`src/hdl/shs_pkg.sv`:
```
// Types and constants of the stratified hemisphere sampler.
package shs_pkg;

  localparam int OUT_FRAC_BITS = 14;
  localparam int GRID_MAX      = 16;
  localparam int OUT_SHIFT     = 60 - OUT_FRAC_BITS;
  localparam int OUT_LIM       = ((1 << OUT_FRAC_BITS) > 32767) ? 32767 : (1 << OUT_FRAC_BITS);

  localparam logic [29:0] PI4_Q30 = 30'd843314857;

  localparam int ROOT_W = 31;
  localparam int PHI_W  = 30;
  localparam int TRIG_W = 31;
  localparam int ZQ_W   = 15;

  localparam logic [6:0] K_COS [5] = '{7'd90, 7'd56, 7'd30, 7'd12, 7'd2};
  localparam logic [6:0] K_SIN [5] = '{7'd110, 7'd72, 7'd42, 7'd20, 7'd6};

  localparam logic [31:0] R_COS [5] = '{
    32'((64'd1 << 32) / 64'd90), 32'((64'd1 << 32) / 64'd56), 32'((64'd1 << 32) / 64'd30),
    32'((64'd1 << 32) / 64'd12), 32'((64'd1 << 32) / 64'd2)};
  localparam logic [31:0] R_SIN [5] = '{
    32'((64'd1 << 32) / 64'd110), 32'((64'd1 << 32) / 64'd72), 32'((64'd1 << 32) / 64'd42),
    32'((64'd1 << 32) / 64'd20), 32'((64'd1 << 32) / 64'd6)};

  typedef struct packed {
    logic [3:0] cell_x;
    logic [3:0] cell_y;
  } cell_t;

  typedef struct packed {
    logic signed [15:0] dir_x;
    logic signed [15:0] dir_y;
    logic signed [15:0] dir_z;
    logic               is_null;
  } dir_t;

  typedef struct packed {
    logic valid;
    logic na_neg;
    logic nb_neg;
    logic swap;
    logic is_null;
  } ctx_t;

  typedef struct packed {
    ctx_t             ctx;
    logic [PHI_W-1:0] phi;
    logic [ZQ_W-1:0]  zq;
  } root_side_t;

  typedef struct packed {
    ctx_t              ctx;
    logic [ZQ_W-1:0]   zq;
    logic [ROOT_W-1:0] w;
  } trig_side_t;

endpackage

```
`src/hdl/shs_isqrt.sv`:
```
// Pipelined integer square root of f << 30, one root bit per stage.
module shs_isqrt import shs_pkg::*; #(
  parameter int SIDE_W = 1
) (
  input  logic              clk,
  input  logic              rst,
  input  logic [30:0]       frac,
  input  logic [SIDE_W-1:0] side_in,
  output logic [ROOT_W-1:0] root,
  output logic [SIDE_W-1:0] side_out
);

  localparam int STAGES = 31;

  logic [61:0]       v_a    [STAGES+1];
  logic [61:0]       r_a    [STAGES+1];
  logic [SIDE_W-1:0] side_a [STAGES+1];

  assign v_a[0]    = 62'({frac, 30'd0});
  assign r_a[0]    = '0;
  assign side_a[0] = side_in;

  for (genvar j = 0; j < STAGES; j++) begin : g_stage
    localparam int K = STAGES - 1 - j;
    localparam logic [61:0] BITV = 62'd1 << (2 * K);
    logic [61:0] sum;
    logic        ge;

    always_comb begin
      sum = r_a[j] + BITV;
      ge  = (v_a[j] >= sum);
    end

    always_ff @(posedge clk) begin
      v_a[j+1] <= ge ? v_a[j] - sum : v_a[j];
      r_a[j+1] <= ge ? (r_a[j] >> 1) + BITV : r_a[j] >> 1;
    end

    always_ff @(posedge clk) begin
      if (rst) begin
        side_a[j+1] <= '0;
      end else begin
        side_a[j+1] <= side_a[j];
      end
    end
  end

  assign root     = r_a[STAGES][ROOT_W-1:0];
  assign side_out = side_a[STAGES];

endmodule

```
`config.mk`:
```
export PLATFORM = sky130hd
export DESIGN_NAME = shs_isqrt
export DESIGN_NICKNAME = d
export VERILOG_FILES = /design/src/hdl/shs_pkg.sv /design/src/hdl/shs_isqrt.sv
export SDC_FILE = /design/constraint.sdc
export NUM_CORES = 2
export LEC_CHECK = 0
export CAP_MARGIN = 20
export CORE_MARGIN = 1
export CORE_UTILIZATION = 55
export DETAILED_ROUTE_END_ITERATION = 16
export DONT_BUFFER_PORTS = 1
export PLACE_DENSITY = 0.7
export SYNTH_ARGS = -nofsm -noshare
export SYNTH_HDL_FRONTEND = slang
export SYNTH_SLANG_ARGS = --single-unit
```
`constraint.sdc`:
```
create_clock -name clk -period 3.9 [get_ports clk]
set_clock_uncertainty 0.2 [all_clocks]
set_input_delay 0.585 -clock clk [delete_from_list [all_inputs] [get_ports clk]]
set_output_delay 0.585 -clock clk [all_outputs]
set_load 0.01 [all_outputs]
```
-- Yosys cells after proc, flatten, opt, wreduce, memory -nomap -nowiden
Index checks and enable logic that the tools add are counted.
- register bits after elaboration: 3781
- bits in latches: 0
- RAM bits: 0
- ROM bits: 0
- input bits: 34
- output and inout port bits: 32
- word-level logic and storage cells: 304
- memories: 0
- $add $sub $neg: 90
- $mul: 0
- divide/modulo/power cells: 0
- $lt $le $gt $ge: 31
- equality and inequality tests: 0
- shifts and indexed selects: 0
- muxes and demuxes: 61
- bitwise logic cells: 0
- reductions and logical operators: 0
- operators with widths (operator ; count):
    2-to-1 mux 61 bit ; 31
    >= comparator 62 bit ; 30
    2-to-1 mux 62 bit ; 29
    subtractor 62 bit ; 29
    adder 61 x 11 -> 62 bit (second input constant) ; 1
    adder 61 x 13 -> 62 bit (second input constant) ; 1
    adder 61 x 15 -> 62 bit (second input constant) ; 1
    adder 61 x 17 -> 62 bit (second input constant) ; 1
    adder 61 x 19 -> 62 bit (second input constant) ; 1
    adder 61 x 21 -> 62 bit (second input constant) ; 1
    adder 61 x 23 -> 62 bit (second input constant) ; 1
    adder 61 x 25 -> 62 bit (second input constant) ; 1
    adder 61 x 27 -> 62 bit (second input constant) ; 1
    adder 61 x 29 -> 62 bit (second input constant) ; 1
    adder 61 x 3 -> 62 bit (second input constant) ; 1
    adder 61 x 31 -> 62 bit (second input constant) ; 1
    adder 61 x 33 -> 62 bit (second input constant) ; 1
    adder 61 x 35 -> 62 bit (second input constant) ; 1
    adder 61 x 37 -> 62 bit (second input constant) ; 1
    adder 61 x 39 -> 62 bit (second input constant) ; 1
    adder 61 x 41 -> 62 bit (second input constant) ; 1
    adder 61 x 43 -> 62 bit (second input constant) ; 1
    adder 61 x 45 -> 62 bit (second input constant) ; 1
    adder 61 x 47 -> 62 bit (second input constant) ; 1
    other kinds (43) ; 43

-- Longest topological paths before layout
- depth after elaboration: 3
- depth in mapped cells: 16
- mapped depth without buffers: 16

-- Worst setup path before layout
OpenSTA, ideal clock, no wires.
- kind: reg-to-reg
- start point: register v_a[896] in the netlist's numbering
- end point: register v_a[857] in the netlist's numbering
- arrival: 3.214 ns
- setup slack: 0.352 ns
- cell stages (with the launch flop): 14
- buffers on the path: 0
- path through: dfxtp_1 ha_1 fa_1 a21o_1 a21oi_1 o21ai_0 a311o_1 a31o_2 and2_1 nor4_2 inv_2 o21ai_2 nor4_1 xor2_1
- longest elaborated chain between the ends: 2
- elaborated cells between the ends (all ways): 3
- RTL lines (what ; RTL line ; text):
    start: declaration ; shs_isqrt.sv:15 ; logic [61:0] v_a [STAGES+1];
    start signal: indexed assignment ; shs_isqrt.sv:35 ; v_a[j+1] <= ge ? v_a[j] - sum : v_a[j];
    subtractor 62 bit / >= comparator 62 bit (equally long branches) ; shs_isqrt.sv:35, shs_isqrt.sv:31 ;
    2-to-1 mux 62 bit (*) ; shs_isqrt.sv:35 ;
Every way passes the cells marked *; elsewhere a longest branch is shown, timed or not.
A chain may end at the register's enable or synchronous reset.

-- Worst setup path in the final report
- start point: register v_a[384] in the netlist's numbering
- end point: register v_a[361] in the netlist's numbering
Same word-level chain as after synthesis.

==> qor_table.md <==
| Metric | Value | Unit |
|---|---|---|
| Cell at the root of the clock tree | sky130_fd_sc_hd__clkbuf_16 | - |
| Nets | 8,499 | - |
| Drt wl/cell | 16.5 | microns |
| Total CTS buffers | 171 | - |
| Commonest non-fill, non-tap cells in the layout | sky130_fd_sc_hd__dfxtp_1 (1,682), sky130_fd_sc_hd__inv_1 (633), sky130_fd_sc_hd__nand2_1 (591) | - |
| Global-route wire length before repair | 264 | mm |
| TritonCTS clock tree | yes | - |
| Number of design-rule violations left by the first detailed-router iteration | 2,934 | - |
| Distinct cell type count of the synthesized netlist | 106 | - |
| Register-to-Register Path Depth | 14 | - |
| Area of the mapped netlist | 72,200 | sq um |
| Cell Area, Placed | 75,000 | sq um |
| Most area-hungry cell type in the Yosys netlist | sky130_fd_sc_hd__dfxtp_1 | - |
| CP endpoint kind | register | - |
| Finish-stage setup viols | 0 | - |
| Global router's overall resource usage | 0.243 | - |
| P per Cell Area | 694 | nW/um^2 |
| Sequential cell area fraction in the yosys report | 0.467 | - |
| Max-cap violation count | 0 | - |
| Crit path kind | register to register | - |
| Syn avg cell area | 9.34 | sq um |
| Highest achievable clock rate | 267 | MHz |
| Total overflow reported by the global router | 0 | - |
| Most instantiated flip-flop cell in the synthesis netlist | sky130_fd_sc_hd__dfxtp_1 | - |
| Highest ir drop seen on vdd | 510 | uV |
| Startpoint of the worst-slack reg-to-reg timing path | v_a[384] | - |
| Worst endpoint required time | 4.37 | ns |
| Largest fanout on the critical path | 14 | - |
| Crit path launch type | register | - |
| Outcome | finished clean | - |
| Die area | 133,000 | sq um |
| Flop2flop setup slack | 0.16 | ns |
| Total half-perimeter wirelength after legalization and detailed placement | 123 | mm |
| Reg-to-Reg End | v_a[361] | - |
| Leading cell types by total area after synthesis | sky130_fd_sc_hd__dfxtp_1 (47%), sky130_fd_sc_hd__ha_1 (8.6%), sky130_fd_sc_hd__xor2_1 (4.8%) | - |
| Total wire length | 162 | mm |
| Vias in the first global route | 53,900 | - |
| Design area | 82,000 | sq um |
| Worst Setup EP | v_a[361] | - |
| Buffers on Ports | 0 | - |
| Worst setup path startpoint | v_a[384] | - |
| Share of flip-flops with an asynchronous set or reset | 0 | - |
| Clock-pin slew on the worst setup and hold paths | 0.06 | ns |
| Clock tree buffer depth | 3 | - |
| Average via count per standard cell | 5.45 | - |
| Area of the core | 130,000 | sq um |
| Effective utilization at floorplan | 0.556 | - |
| Clock latency reported for the late side of the worst-skew pair | 0.87 | ns |
| Max-slew violation count | 0 | - |
| Yosys reg bits | 1,683 | - |
| Number of iterations in the first detailed-routing pass | 7 | - |
| Die width | 364 | microns |
| Diode count | 0 | - |
| Antenna violations before repair | 1 | - |
| Yosys top cell area share | 0.467 | - |
| Slack of the critical path | 0.158 | ns |
| Slew of the pin with the lowest slew margin | 1.00 | ns |
| Number of enable-type register cells in the synthesized netlist | 0 | - |
| Number of cells on the worst hold path | 1 | - |
| Antenna Nets Post-Route | 0 | - |
| Die extent in y | 364 | microns |
| Static leakage power | 38.4 | nW |
| Worst EP arrival | 4.21 | ns |
| Tightest Hold Check Type | input pin to register | - |
| I/O pins | 66 | - |
| Period Utilization, post-route | 0.959 | - |
| Share of cells above drive strength 1 | 0.0790 | - |
| Gate Count Post-Synth | 7,727 | - |
| Overall via count from detail_route | 53,700 | - |
| Clock net sink count | 1,683 | - |
| Synth Warn # | 0 | - |
| Post-layout util | 0.632 | - |
| Signed area change from the synthesized netlist to the final layout | 13.7 | % |
| Most frequent standard cell in the layout excluding fill and tap cells | sky130_fd_sc_hd__dfxtp_1 | - |
| Worst slew slack as a fraction of its limit | 0.331 | - |
| Unrepaired setup endpoints after global routing | yes | - |
| Final hold violation count | 0 | - |
| Largest net degree at the start of global routing | 56 | - |
| Total DRC errors in the routed layout | 0 | - |
| Post-layout min period | 3.74 | ns |
| Standard-cell row count | 132 | - |
| Number of H-tree levels | 4 | - |
| Setup Slack @ Placement | -0.0324 | ns |
| Routability Congestion | 0.931 | - |
[worst min path at each step]
stage,startpoint,endpoint
2_1_floorplan,v_a[1146],v_a[1084]
3_3_place_gp,v_a[1591],v_a[1529]
3_5_place_dp,r_a[92],root[29]
4_1_cts,frac[6],v_a[1896]
5_1_grt,frac[30],r_a[1920]
6_report,frac[7],v_a[1897]
[logic make-up (layout without fill, tap and decap cells)]
kind of cell | count (synthesis) | count (layout) | synth area share
compound gates | 1623 | 1623 | 0.140
xor+xnor | 763 | 763 | 0.0926
fa+ha+maj | 508 | 508 | 0.0895
buf+inv | 791 | 1165 | 0.0420
flops | 1683 | 1683 | 0.467
mux | 56 | 56 | 0.00858
other cells | 1 | 2 | 0.0000520
simple gates | 2302 | 2302 | 0.160
[worst max-delay path: stages, from the launching register on]
cell and delay, ns:
sky130_fd_sc_hd__dfxtp_1 0.32, sky130_fd_sc_hd__buf_4 0.15, sky130_fd_sc_hd__ha_1 0.27, sky130_fd_sc_hd__a21o_1 0.11
sky130_fd_sc_hd__a21oi_1 0.11, sky130_fd_sc_hd__o211ai_1 0.32, sky130_fd_sc_hd__a41oi_1 0.23, sky130_fd_sc_hd__or2_2 0.39
sky130_fd_sc_hd__o41ai_1 0.61, sky130_fd_sc_hd__buf_4 0.23, sky130_fd_sc_hd__a31oi_1 0.12, sky130_fd_sc_hd__o21ai_1 0.11
sky130_fd_sc_hd__buf_4 0.22, sky130_fd_sc_hd__nor4b_1 0.09, sky130_fd_sc_hd__xor2_1 0.14
[sequential cells by signal, summed over array words and instances, names as in the netlist]
name,flops
r_a,465
root,31
side_a,30
side_out,1
v_a,1156
[stage by stage]
step	TNS (ns)	hold slack, ns	cells	total power [mW]
2_1_floorplan	0	0.122	7728	35.2
3_3_place_gp	-0.0970	0.133	9469	39.3
3_5_place_dp	-0.0520	0.135	9469	39.5
4_1_cts	0	0.000367	9837	57.0
5_1_grt	-0.0118	0.0145	9844	60.1
6_report	0	0.0634	9844	56.9
[Yosys cell counts, types with 29 or more instances]
cell type,instances
sky130_fd_sc_hd__ha_1,494
sky130_fd_sc_hd__or3_1,85
sky130_fd_sc_hd__o211ai_1,29
sky130_fd_sc_hd__o21ai_0,434
sky130_fd_sc_hd__a21oi_1,488
sky130_fd_sc_hd__inv_1,633
sky130_fd_sc_hd__or2_2,33
sky130_fd_sc_hd__a211oi_1,49
sky130_fd_sc_hd__nor2_1,526
sky130_fd_sc_hd__clkbuf_1,117
sky130_fd_sc_hd__mux2_2,47
sky130_fd_sc_hd__nand3_1,122
sky130_fd_sc_hd__o31ai_1,54
sky130_fd_sc_hd__a21o_1,213
sky130_fd_sc_hd__o21a_1,88
sky130_fd_sc_hd__nand4_1,78
sky130_fd_sc_hd__nor3_1,218
sky130_fd_sc_hd__and3_1,48
sky130_fd_sc_hd__nand2_1,592
sky130_fd_sc_hd__xor2_1,393
sky130_fd_sc_hd__dfxtp_1,1683
sky130_fd_sc_hd__xnor2_1,370
sky130_fd_sc_hd__a31oi_1,35
sky130_fd_sc_hd__nor2b_1,104
sky130_fd_sc_hd__nand2b_1,121
sky130_fd_sc_hd__and2_1,42
sky130_fd_sc_hd__or4_1,59
sky130_fd_sc_hd__nor4_1,148
sky130_fd_sc_hd__o21bai_1,51
[repair_timing]
| action | 4_1_cts | 5_1_grt |
|---|---|---|
| cloned | 0 | 0 |
| pin swaps | 1 | 12 |
| hold buffers | 50 | 0 |
| setup buffers | 0 | 7 |
| endpoints found under the hold margin | 62 | 0 |
| endpoints found under the setup margin | 14 | 192 |
| resized for setup | 5 | 56 |
[power by group]
part / internal [mW] / total [mW] / switching (mW) / leakage (nW)
Clock: 10.2 / 17.3 / 7.07 / 3.02
Sequential: 21.5 / 25.4 / 3.84 / 14.0
Combinational: 6.39 / 14.2 / 7.81 / 21.4
[per-layer routing]
layer / wire, microns / vias up / GRT usage
li1: - / 27100 / -
met1: 67600 / 25000 / 0.273
met2: 81600 / 1167 / 0.449
met3: 6220 / 425 / 0.0355
met4: 6680 / 0 / 0.112
met5: 0 / - / 0
[cell type report]
cell class              instances  area, sq um
clock buffers                 229         4870
clock inverters                89         1370
fillers                     10700        47800
inverters                     640         2410
multi-input cells            5254        35800
flip-flops and latches       1683        33700
well taps                    1742         2180
repair buffers                207         1760
(Power assumes the default switching activity.)
