$ cat src/hdl/shs_pkg.sv
// Types and constants of the stratified hemisphere sampler.
package shs_pkg;

  localparam int OUT_FRAC_BITS = 14;
  localparam int GRID_MAX      = 16;
  localparam int OUT_SHIFT     = 60 - OUT_FRAC_BITS;
  localparam int OUT_LIM       = ((1 << OUT_FRAC_BITS) > 32767) ? 32767 : (1 << OUT_FRAC_BITS);

  localparam logic [29:0] PI4_Q30 = 30'd843314857;

  localparam int ROOT_W = 31;
  localparam int PHI_W  = 30;
  localparam int TRIG_W = 31;
  localparam int ZQ_W   = 15;

  localparam logic [6:0] K_COS [5] = '{7'd90, 7'd56, 7'd30, 7'd12, 7'd2};
  localparam logic [6:0] K_SIN [5] = '{7'd110, 7'd72, 7'd42, 7'd20, 7'd6};

  localparam logic [31:0] R_COS [5] = '{
    32'((64'd1 << 32) / 64'd90), 32'((64'd1 << 32) / 64'd56), 32'((64'd1 << 32) / 64'd30),
    32'((64'd1 << 32) / 64'd12), 32'((64'd1 << 32) / 64'd2)};
  localparam logic [31:0] R_SIN [5] = '{
    32'((64'd1 << 32) / 64'd110), 32'((64'd1 << 32) / 64'd72), 32'((64'd1 << 32) / 64'd42),
    32'((64'd1 << 32) / 64'd20), 32'((64'd1 << 32) / 64'd6)};

  typedef struct packed {
    logic [3:0] cell_x;
    logic [3:0] cell_y;
  } cell_t;

  typedef struct packed {
    logic signed [15:0] dir_x;
    logic signed [15:0] dir_y;
    logic signed [15:0] dir_z;
    logic               is_null;
  } dir_t;

  typedef struct packed {
    logic valid;
    logic na_neg;
    logic nb_neg;
    logic swap;
    logic is_null;
  } ctx_t;

  typedef struct packed {
    ctx_t             ctx;
    logic [PHI_W-1:0] phi;
    logic [ZQ_W-1:0]  zq;
  } root_side_t;

  typedef struct packed {
    ctx_t              ctx;
    logic [ZQ_W-1:0]   zq;
    logic [ROOT_W-1:0] w;
  } trig_side_t;

endpackage

$ cat src/hdl/shs_div.sv
// Pipelined restoring divider, one quotient bit per stage.
module shs_div import shs_pkg::*; #(
  parameter int NUM_W  = 35,
  parameter int DEN_W  = 5,
  parameter int QUO_W  = 31,
  parameter int SIDE_W = 1
) (
  input  logic              clk,
  input  logic              rst,
  input  logic [NUM_W-1:0]  dividend,
  input  logic [DEN_W-1:0]  divisor,
  input  logic [SIDE_W-1:0] side_in,
  output logic [QUO_W-1:0]  quotient,
  output logic [SIDE_W-1:0] side_out
);

  logic [DEN_W-1:0]  rem_a  [QUO_W+1];
  logic [QUO_W-1:0]  low_a  [QUO_W+1];
  logic [QUO_W-1:0]  quo_a  [QUO_W+1];
  logic [DEN_W-1:0]  den_a  [QUO_W+1];
  logic [SIDE_W-1:0] side_a [QUO_W+1];

  assign rem_a[0]  = DEN_W'(dividend >> QUO_W);
  assign low_a[0]  = dividend[QUO_W-1:0];
  assign quo_a[0]  = '0;
  assign den_a[0]  = divisor;
  assign side_a[0] = side_in;

  for (genvar i = 0; i < QUO_W; i++) begin : g_stage
    logic [DEN_W:0] trial;
    logic           ge;

    always_comb begin
      trial = {rem_a[i], low_a[i][QUO_W-1]};
      ge    = (trial >= {1'b0, den_a[i]});
    end

    always_ff @(posedge clk) begin
      rem_a[i+1] <= ge ? DEN_W'(trial - {1'b0, den_a[i]}) : trial[DEN_W-1:0];
      low_a[i+1] <= low_a[i] << 1;
      quo_a[i+1] <= {quo_a[i][QUO_W-2:0], ge};
      den_a[i+1] <= den_a[i];
    end

    always_ff @(posedge clk) begin
      if (rst) begin
        side_a[i+1] <= '0;
      end else begin
        side_a[i+1] <= side_a[i];
      end
    end
  end

  assign quotient = quo_a[QUO_W];
  assign side_out = side_a[QUO_W];

endmodule

$ cat config.mk
export PLATFORM = sky130hd
export DESIGN_NAME = shs_div
export DESIGN_NICKNAME = d
export VERILOG_FILES = /design/src/hdl/shs_pkg.sv /design/src/hdl/shs_div.sv
export SDC_FILE = /design/constraint.sdc
export NUM_CORES = 1
export LEC_CHECK = 0
export BUFFER_PORTS_ARGS = -buffer_cell sky130_fd_sc_hd__buf_2
export CAP_MARGIN = 20
export CORE_MARGIN = 2
export CORE_UTILIZATION = 55
export DETAILED_ROUTE_END_ITERATION = 16
export GPL_TIMING_DRIVEN = 0
export PLACE_DENSITY = 0.78
export SLEW_MARGIN = 20
export SYNTH_ARGS = -nofsm -noshare
export SYNTH_HDL_FRONTEND = slang
export SYNTH_SLANG_ARGS = --single-unit
$ cat constraint.sdc
create_clock -name clk -period 4.1 [get_ports clk]
set_clock_uncertainty 0.2 [all_clocks]
set_input_delay 0.82 -clock clk [delete_from_list [all_inputs] [get_ports clk]]
set_output_delay 0.82 -clock clk [all_outputs]
set_load 0.005 [all_outputs]
---- Word level (Yosys, flattened, before mapping) ----
Cells that the tools add are included.
cells by class
  add/subtract/negate cells ............... 30
  $lt $le $gt $ge ......................... 31
  mux-type cells .......................... 30
operators by type and width
  operator                                    count
  greater-or-equal comparator 6 x 5 -> 1 bit  30
  two-way mux 5 bit                           30
  subtractor 5 bit                            30
  greater-or-equal comparator 5 bit           1
storage, ports and cells
  flip-flop bits (word level) ............. 1292
  input bits .............................. 43
  output and inout bits ................... 32
  word-level logic and storage cells ...... 243

---- Logic depth before layout (Yosys ltp) ----
Gate-level depths: netlist of run 1.
  depth after elaboration ................. 2
  depth in mapped cells ................... 9

---- Worst setup path before layout of run 1 ----
Ideal clock, no wire load.
  kind .................................... in2reg
  from .................................... input dividend[30]
  to ...................................... register rem_a, in the netlist g_stage[1].trial[5]
  library setup time ...................... 69 ps
  arrival time ............................ 2039 ps
  setup slack ............................. 1792 ps
  stages .................................. 8
  cells stage by stage .................... inv_1 -> ha_1 -> fa_1 -> nand2b_1 -> o2bb2ai_1 -> a211oi_1 -> a31oi_1 -> o21ai_1
on the way
  word-level cells in the longest chain between the ends .. 2
  elaborated cells on any way between the ends .. 3
  classes of those cells .................. 1 x add/sub; 1 x order compare; 1 x mux
RTL lines
  element                                                                RTL line                      source
  start: declaration                                                     shs_div.sv:10                 input logic [NUM_W-1:0] dividend,
  subtractor 5 bit or greater-or-equal comparator 5 bit (tied branches)  shs_div.sv:39, shs_div.sv:35
  two-way mux 5 bit *                                                    shs_div.sv:39                 rem_a[i+1] <= ge ? DEN_W'(trial - {1'b0, den_a[i]}) : trial[DEN_W-1:0];
  end signal: indexed assignment                                         shs_div.sv:39
  end: declaration                                                       shs_div.sv:17                 logic [DEN_W-1:0] rem_a [QUO_W+1];
Mark *: on every way between the ends. The rest lies on a longest branch, timed or not.
A chain may end at the register's enable or synchronous reset.

---- Final worst setup path of run 1 ----
  from .................................... register den_a[75] in the netlist's numbering
  to ...................................... register rem_a, in the netlist g_stage[17].trial[4]
on the way
  word-level cells in the longest chain between the ends .. 2
  elaborated cells on any way between the ends .. 3
  classes of those cells .................. 1 x add/sub; 1 x order compare; 1 x mux
RTL lines
  element                                     RTL line       source
  start: declaration                          shs_div.sv:20  logic [DEN_W-1:0] den_a [QUO_W+1];
  start signal: indexed assignment            shs_div.sv:42  den_a[i+1] <= den_a[i];
  greater-or-equal comparator 6 x 5 -> 1 bit  shs_div.sv:35  ge = (trial >= {1'b0, den_a[i]});
  via g_stage[16].ge                          shs_div.sv:31  logic ge;
  two-way mux 5 bit                           shs_div.sv:39
The timed path passes the listed nets, and every way through them passes these cells.

==> out/summary.md, run 1 <==
* run status: finished clean
* number of cells on the critical path: 8
* cell taking the most area after synthesis: dfxtp_1
* 1st-pass router iterations: 4
* Core Region: 61,700 µm²
* fraction of synthesis flops using an asynchronous set or reset pin: 0%
* Starting Density: 55.6%
* starting DRC count in detailed routing: 555
* total global routing track utilization: 13.8%
* pin slew with the least headroom to its limit: 0.399 ns
* post-CTS repair timing setup buffer count: 0
* max-cap violations: 0
* wire per inst: 12.0 µm
* flip-flop cell with the highest count after synthesis: dfxtp_1
* global placement routability congestion: 0.815
* final wirelength: 42.8 mm
* area added between synthesis and finish: 15.9%
* Synth Register Bits: 1,292
* gate count after technology mapping: 2,434
* Reg-to-Reg Start: den_a[75]
* path class of the lowest-slack min-delay path: in -> reg
* share of cell area taken by muxes after synthesis: 2.52%
* Layout Nets: 2,853
* Antenna diodes: 0
* Cell variety after synth: 34
* y dimension of the die: 254 µm
* number of global-route vias before repair: 17,000
* delay of the slowest cell on the worst path: 0.45 ns
* TritonCTS buffer count: 115
* endpoint of the lowest-slack register-to-register path: g_stage[17].trial[4]
* Worst EP required: 4.45 ns
* vias per std cell: 4.51
* hold-critical path endpoint: low_a[953]
* I/O pin cnt: 75
* crit path launch type: register
* CTS resizes: 0
* Static Leak: 17.4 nW
* time the final worst path needs with I/O delays and setup: 2.26 ns
* CTS tree: yes
* post-route DRC violation count: 0
* critical path data arrival time: 2.61 ns
* largest family of logic cells by synthesized area: adder cells
* worst vdd ir: 0.423 mV
* number of cells traversed by the worst register-to-register path: 8
* most common library cells after synthesis: 1,292 x dfxtp_1, 158 x inv_1, 155 x ha_1
* RSZ-0062 raised after global routing: false
* dominant cells by area after synthesis: dfxtp_1 75%, ha_1 5.7%, mux2_4 2.5%
* initial antenna violation count: 0
* buffers plus inverters on the worst setup path: 2
* hold buffer count at CTS: 0
* Top Family by Delay on Critical Path: adder cells
* count of filler cells inserted in the layout: 4,382
* remaining global-route overflow: 0
* warning count from the yosys run: 0
* Final Hold Fails: 0
* final worst path period share: 55.1%
* HPWL after detailed placement: 27.1 mm
* max-slew violation count: 0
* CTS clk-pin slew, worst paths: 0.06 ns
* fraction of layout cells with a size suffix above 1: 19.7%
* total number of vias: 16,100
* Post-Syn Area: 34,300 µm²
* final sum of negative setup slack: 0 ns
* wire length of the first global-routing pass: 73.8 mm
* headroom to the max-slew limit: 73.4%
* total power density per cell area: 856 nW/µm²
* share of the synthesized netlist area taken by xor and xnor gates: 1.51%
* Total Die Area: 64,400 µm²
* post-synthesis net count: 2,662
* cell chosen for the clock root: clkbuf_16
* fraction of the mapped netlist area in adder cells: 7.40%
* average footprint of a synthesized cell: 14.1 µm²
* site row count: 91
* share of the yosys chip area belonging to registers: 75.4%
* number of stages on the worst hold path: 1
* insertion delay of the later-clocked pin in the worst-skew pair: 0.66 ns
* DRT antenna net count: 0
* peak fanout along the critical path: 4
* count of input and output buffers: 74
* max frequency: 442 MHz
* worst setup path category: reg -> reg
* width of the die: 254 µm
* largest net degree at the start of global routing: 17
* simple-gate portion of the synthesized area: 5.62%
* crit-path most repeated cell: inv_2
* number of flops mapped to enable cells by yosys: 0
* total power draw: 34.0 mW
* critical path, cell by cell: ha_1, inv_2, fa_1, a21oi_2, o21ai_2, nor2_4, inv_2, mux2_4
* nature of the critical path endpoint: register
* H-tree depth: 3
* post-synth top area share: 75.4%
* clk sinks: 1,292
* most frequent cell after synthesis: dfxtp_1
* startpoint of the lowest-slack hold path: dividend[22]
* cell at the slowest stage of the critical path: fa_1
* flop-to-flop setup slack: 1.84 ns
* Finish-stage setup viols: 0
* complex-gate fraction of the synthesized area: 4.51%
* maximum clock path buffer count: 3
placed cells by master (no fill, tap or decap), types with 24 or more instances in the layout:
cell and n:
a21o_1 30, a21oi_1 44, a21oi_2 30, buf_2 74, buf_4 31, clkbuf_16 115
clkbuf_8 24, dfxtp_1 1292, fa_1 30, ha_1 155, inv_1 158, inv_2 57
mux2_4 57, nand2_1 114, nand3_1 29, nor2_1 65, nor2_4 29, nor2b_1 59
nor3_1 38, nor4_1 29, o21ai_0 43, o21ai_2 59, xnor2_1 57
per-layer routing:
layer / track usage (%) / vias up / part of all wire [%]
li1: - / 8206 / -
met1: 14.4 / 7476 / 40
met2: 25.7 / 253 / 52
met3: 3.32 / 124 / 4.2
met4: 7.21 / 0 / 3.4
met5: 0 / - / 0
how the worst max path moves through the flow:
stage                      start  slack [ns]                   end
floorplan           dividend[30]        1.79   g_stage[1].trial[5]
global placement    dividend[30]        1.62   g_stage[1].trial[5]
detailed placement  dividend[30]        1.53   g_stage[1].trial[5]
CTS                  quotient[8]        1.81           quotient[8]
global route           den_a[75]        1.77  g_stage[17].trial[4]
finish                 den_a[75]        1.84  g_stage[17].trial[4]
sequential cells by signal, summed over array words and instances (netlist names):
register,count
quo_a,465
low_a,435
g_stage.trial,180
den_a,150
quotient,31
side_a,30
side_out,1
power breakdown:
part	internal [mW]	switching (mW)	total [mW]	leakage, nW
logic	3.23	3.21	6.44	4.60
registers	15.7	1.00	16.7	10.9
clock network	6.46	4.44	10.9	1.96
cell families (layout without fill, tap and decap cells):
logic type                 after synthesis  count (layout)
muxes                                   58              58
adders and majority gates              185             185
AOI/OAI and AO/OA                      222             222
buffers and inverters                  249             537
and+or+nand+nor                        369             369
xor gates and xnor gates                59              59
DFF                                   1292            1292
area by class of cell:
type                            instances  area [µm²]  share of cell area (%)
Clock buffer                          157        3280                    8.24
Timing Repair Buffer                   74         370                   0.932
Inverter                              215         807                    2.03
Clock inverter                         57         746                    1.88
Buffer                                 34         244                   0.614
Tap cell                              837        1050                    2.63
Multi-Input combinational cell        893        7400                    18.6
Sequential cell                      1292       25900                    65.1
per-stage QoR:
step,cell area [µm²],instances,setup WS [ns],util (%),hold slack (ns)
final,39800,3559,1.84,64.4,0.0523
after global routing,39800,3559,1.77,64.4,0.0215
after CTS,39800,3559,1.81,64.4,0.00663
after detailed placement,35700,3345,1.53,57.9,0.112
after global placement,35700,3345,1.62,57.9,0.110
after floorplan,34300,2434,1.79,-,0.110
Power figures use the tool's default switching activity.
==> run 2: changes to the inputs <==
clock period = 2.2 ns   (was 4.1 ns; I/O delays follow)
==> run 2 against run 1 <==
  * The flow now finishes with violations (negative setup slack)
  * Die area stayed put
  * Cell area increased by 1.9%
  * Flip-flop and latch count unchanged
  * Critical path depth is the same
  * Critical path type unchanged
  * Sequential power grew 86%
  * Largest power group unchanged
  * Cell count increased by 2.2%
  * First-iteration DRC count is 2.2% higher
  * Non-clock buffer count is 78 higher
  * Fmax grew 2.6%
  * Global-route usage increased by 0.10 points
==> out/summary.md, run 2 (synthesis results as in run 1) <==
* fraction of power consumed by the clock network: 31.7%, -0.3 points
* time the final worst path needs with I/O delays and setup: 2.20 ns, -0.0582 ns
* Static Leak: 17.8 nW, +2.1%
* final wirelength: 44.2 mm, +3.4%
* global placement routability congestion: 0.815, unchanged
* crit-path most repeated cell: inv_2
* TritonCTS buffer count: 115, unchanged
* headroom to the max-slew limit: 73.5%, +0.11 points
* y dimension of the die: 254 µm, unchanged
* I/O pin cnt: 75, unchanged
* initial antenna violation count: 0, unchanged
* worst vdd ir: 0.808 mV, +91%
* area added between synthesis and finish: 18.1%
* path class of the lowest-slack min-delay path: reg -> reg
* number of placed instances with taps included: 3,345, unchanged
* worst hold-check slack: 0.113 ns, +0.0605 ns
* remaining global-route overflow: 0, unchanged
* crit path launch type: register
* switch share: 25.5%, +0.11 points
* HPWL after detailed placement: 27.1 mm, unchanged
* Final Hold Fails: 0, unchanged
* total global routing track utilization: 13.9%, +0.10 points
* cell at the slowest stage of the critical path: fa_2
* nature of the critical path endpoint: register
* number of global-route vias before repair: 17,100, +1.1%
* cell chosen for the clock root: clkbuf_16
* sequential fraction of design power: 48.4%, -0.6 points
* total power draw: 64.2 mW, +89%
* run status: complete, but fails checks
* CTS tree: yes
* 1st-pass router iterations: 4, unchanged
* post-route DRC violation count: 0, unchanged
* Worst EP required: 2.55 ns, -1.90 ns
* final standard cell utilization of the core: 65.7%, +1.2 points
* pin slew with the least headroom to its limit: 0.397 ns, -0.00164 ns
* delay of the slowest cell on the worst path: 0.42 ns, -0.03 ns
* largest register by flop count: quo_a
* Top Family by Delay on Critical Path: adder cells
* critical path, cell by cell: ha_2, inv_2, fa_2, a21oi_4, o21ai_4, nor2_4, inv_2, mux2_4
* width of the die: 254 µm, unchanged
* critical path data arrival time: 2.55 ns, -0.06 ns
* Core Region: 61,700 µm², unchanged
* cell-internal power: 47.8 mW, +88%
* Starting Density: 55.6%, unchanged
* max frequency: 454 MHz, +2.6%
* flop-to-flop setup slack: -0.002 ns, -1.84 ns
* peak fanout along the critical path: 4, unchanged
* CTS clk-pin slew, worst paths: 0.06 ns, about the same
* total number of vias: 16,400, +2.3%
* maximum clock path buffer count: 3, unchanged
* Non-Filler Instances: 3,637, +2.2%
* Total Die Area: 64,400 µm², unchanged
* final worst path period share: 100%, +45 points
* most frequent cells in the layout: 1,289 x dfxtp_1, 157 x inv_1, 154 x ha_1
* H-tree depth: 3, unchanged
* max-slew violation count: 0, unchanged
* Antenna diodes: 0, unchanged
* vias per std cell: 4.52, +0.12%
* count of input and output buffers: 74, unchanged
* failing checks: negative setup slack
* count of filler cells inserted in the layout: 4,292, -2.1%
* DRT antenna net count: 0, unchanged
* Finish-stage setup viols: 1, +1
* fraction of layout cells with a size suffix above 1: 21.2%, +1.6 points
* total power density per cell area: 1580 nW/µm², +85%
* site row count: 91, unchanged
* wire per inst: 12.2 µm, +1.2%
* largest net degree at the start of global routing: 17, unchanged
* Layout Nets: 2,931, +2.7%
* insertion delay of the later-clocked pin in the worst-skew pair: 0.66 ns, about the same
* wire length of the first global-routing pass: 74.3 mm, +0.73%
* starting DRC count in detailed routing: 567, +2.2%
* clk sinks: 1,292, unchanged
* max FFs per register: 465, unchanged
* Switching Power: 16.4 mW, +90%
* Final WS setup: -0.00187 ns, -1.84 ns
* leading cell type in the layout, fill and taps excluded: dfxtp_1
* worst setup path category: reg -> reg
* buffers plus inverters on the worst setup path: 2, unchanged
* fraction of power consumed by combinational cells: 19.9%, +1.0 points
* max-cap violations: 0, unchanged
[run 2: what timing repair did]
action / 4_1_cts / 5_1_grt
endpoints found under the hold margin: 42 / 0
endpoints found under the setup margin: 1 / 24
pin swaps: 1 / 37
resized for setup: 1 / 25
buffers inserted: 0 / 36
hold buffers: 42 / 0
[run 2: layout make-up]
class                   count  area [µm²]  area share [%]
repair buffers            152        1060            2.62
multi-input cells         893        7470            18.4
clock buffers             157        3280            8.08
inverters                 215         807            1.99
flip-flops and latches   1292       25900            63.8
plain buffers              34         244           0.602
clock inverters            57         746            1.84
well taps                 837        1050            2.58
[run 2: per-layer routing]
metal	wire length (µm)	global-route usage (%)	up-vias	part of all wire [%]
met5	0	0	-	0
met4	1440	7.28	0	3.2
met3	1840	3.31	123	4.2
met2	23300	25.9	256	53
met1	17700	14.5	7696	40
li1	-	-	8355	-
[run 2: path summary, 6_finish.rpt]
path	startpoint	cells past startpoint	to
max	den_a[75]	8	g_stage[17].trial[4]
min	quo_a[103]	0	quo_a[73]
max reg2reg	den_a[75]	8	g_stage[17].trial[4]
min reg2reg	quo_a[103]	0	quo_a[73]
[run 2: worst reg2reg max path, stage by stage (launching register included)]
cell and delay [ns]:
dfxtp_2 0.38, ha_2 0.22, inv_2 0.06, fa_2 0.42, a21oi_4 0.19, o21ai_4 0.09, nor2_4 0.16, inv_2 0.07
mux2_4 0.29
[run 2: power by group through the flow]
stage	clock network (mW)	logic (mW)	registers (mW)
floorplan	0	9.89	30.9
global route	21.9	14.1	31.7
finish	20.3	12.8	31.1
global placement	0	11.2	31.4
CTS	20.9	12.1	31.2
detailed placement	0	11.9	31.6
[run 2: metrics by stage]
step / setup TNS, ns / worst slack, ns / cell area [µm²]
floorplan: 0 / 0.237 / 34300
finish: -0.00187 / -0.00187 / 40500
detailed placement: 0 / 0.0121 / 35700
global route: -0.119 / -0.0494 / 40500
global placement: 0 / 0.0950 / 35700
CTS: 0 / 0.00438 / 40200
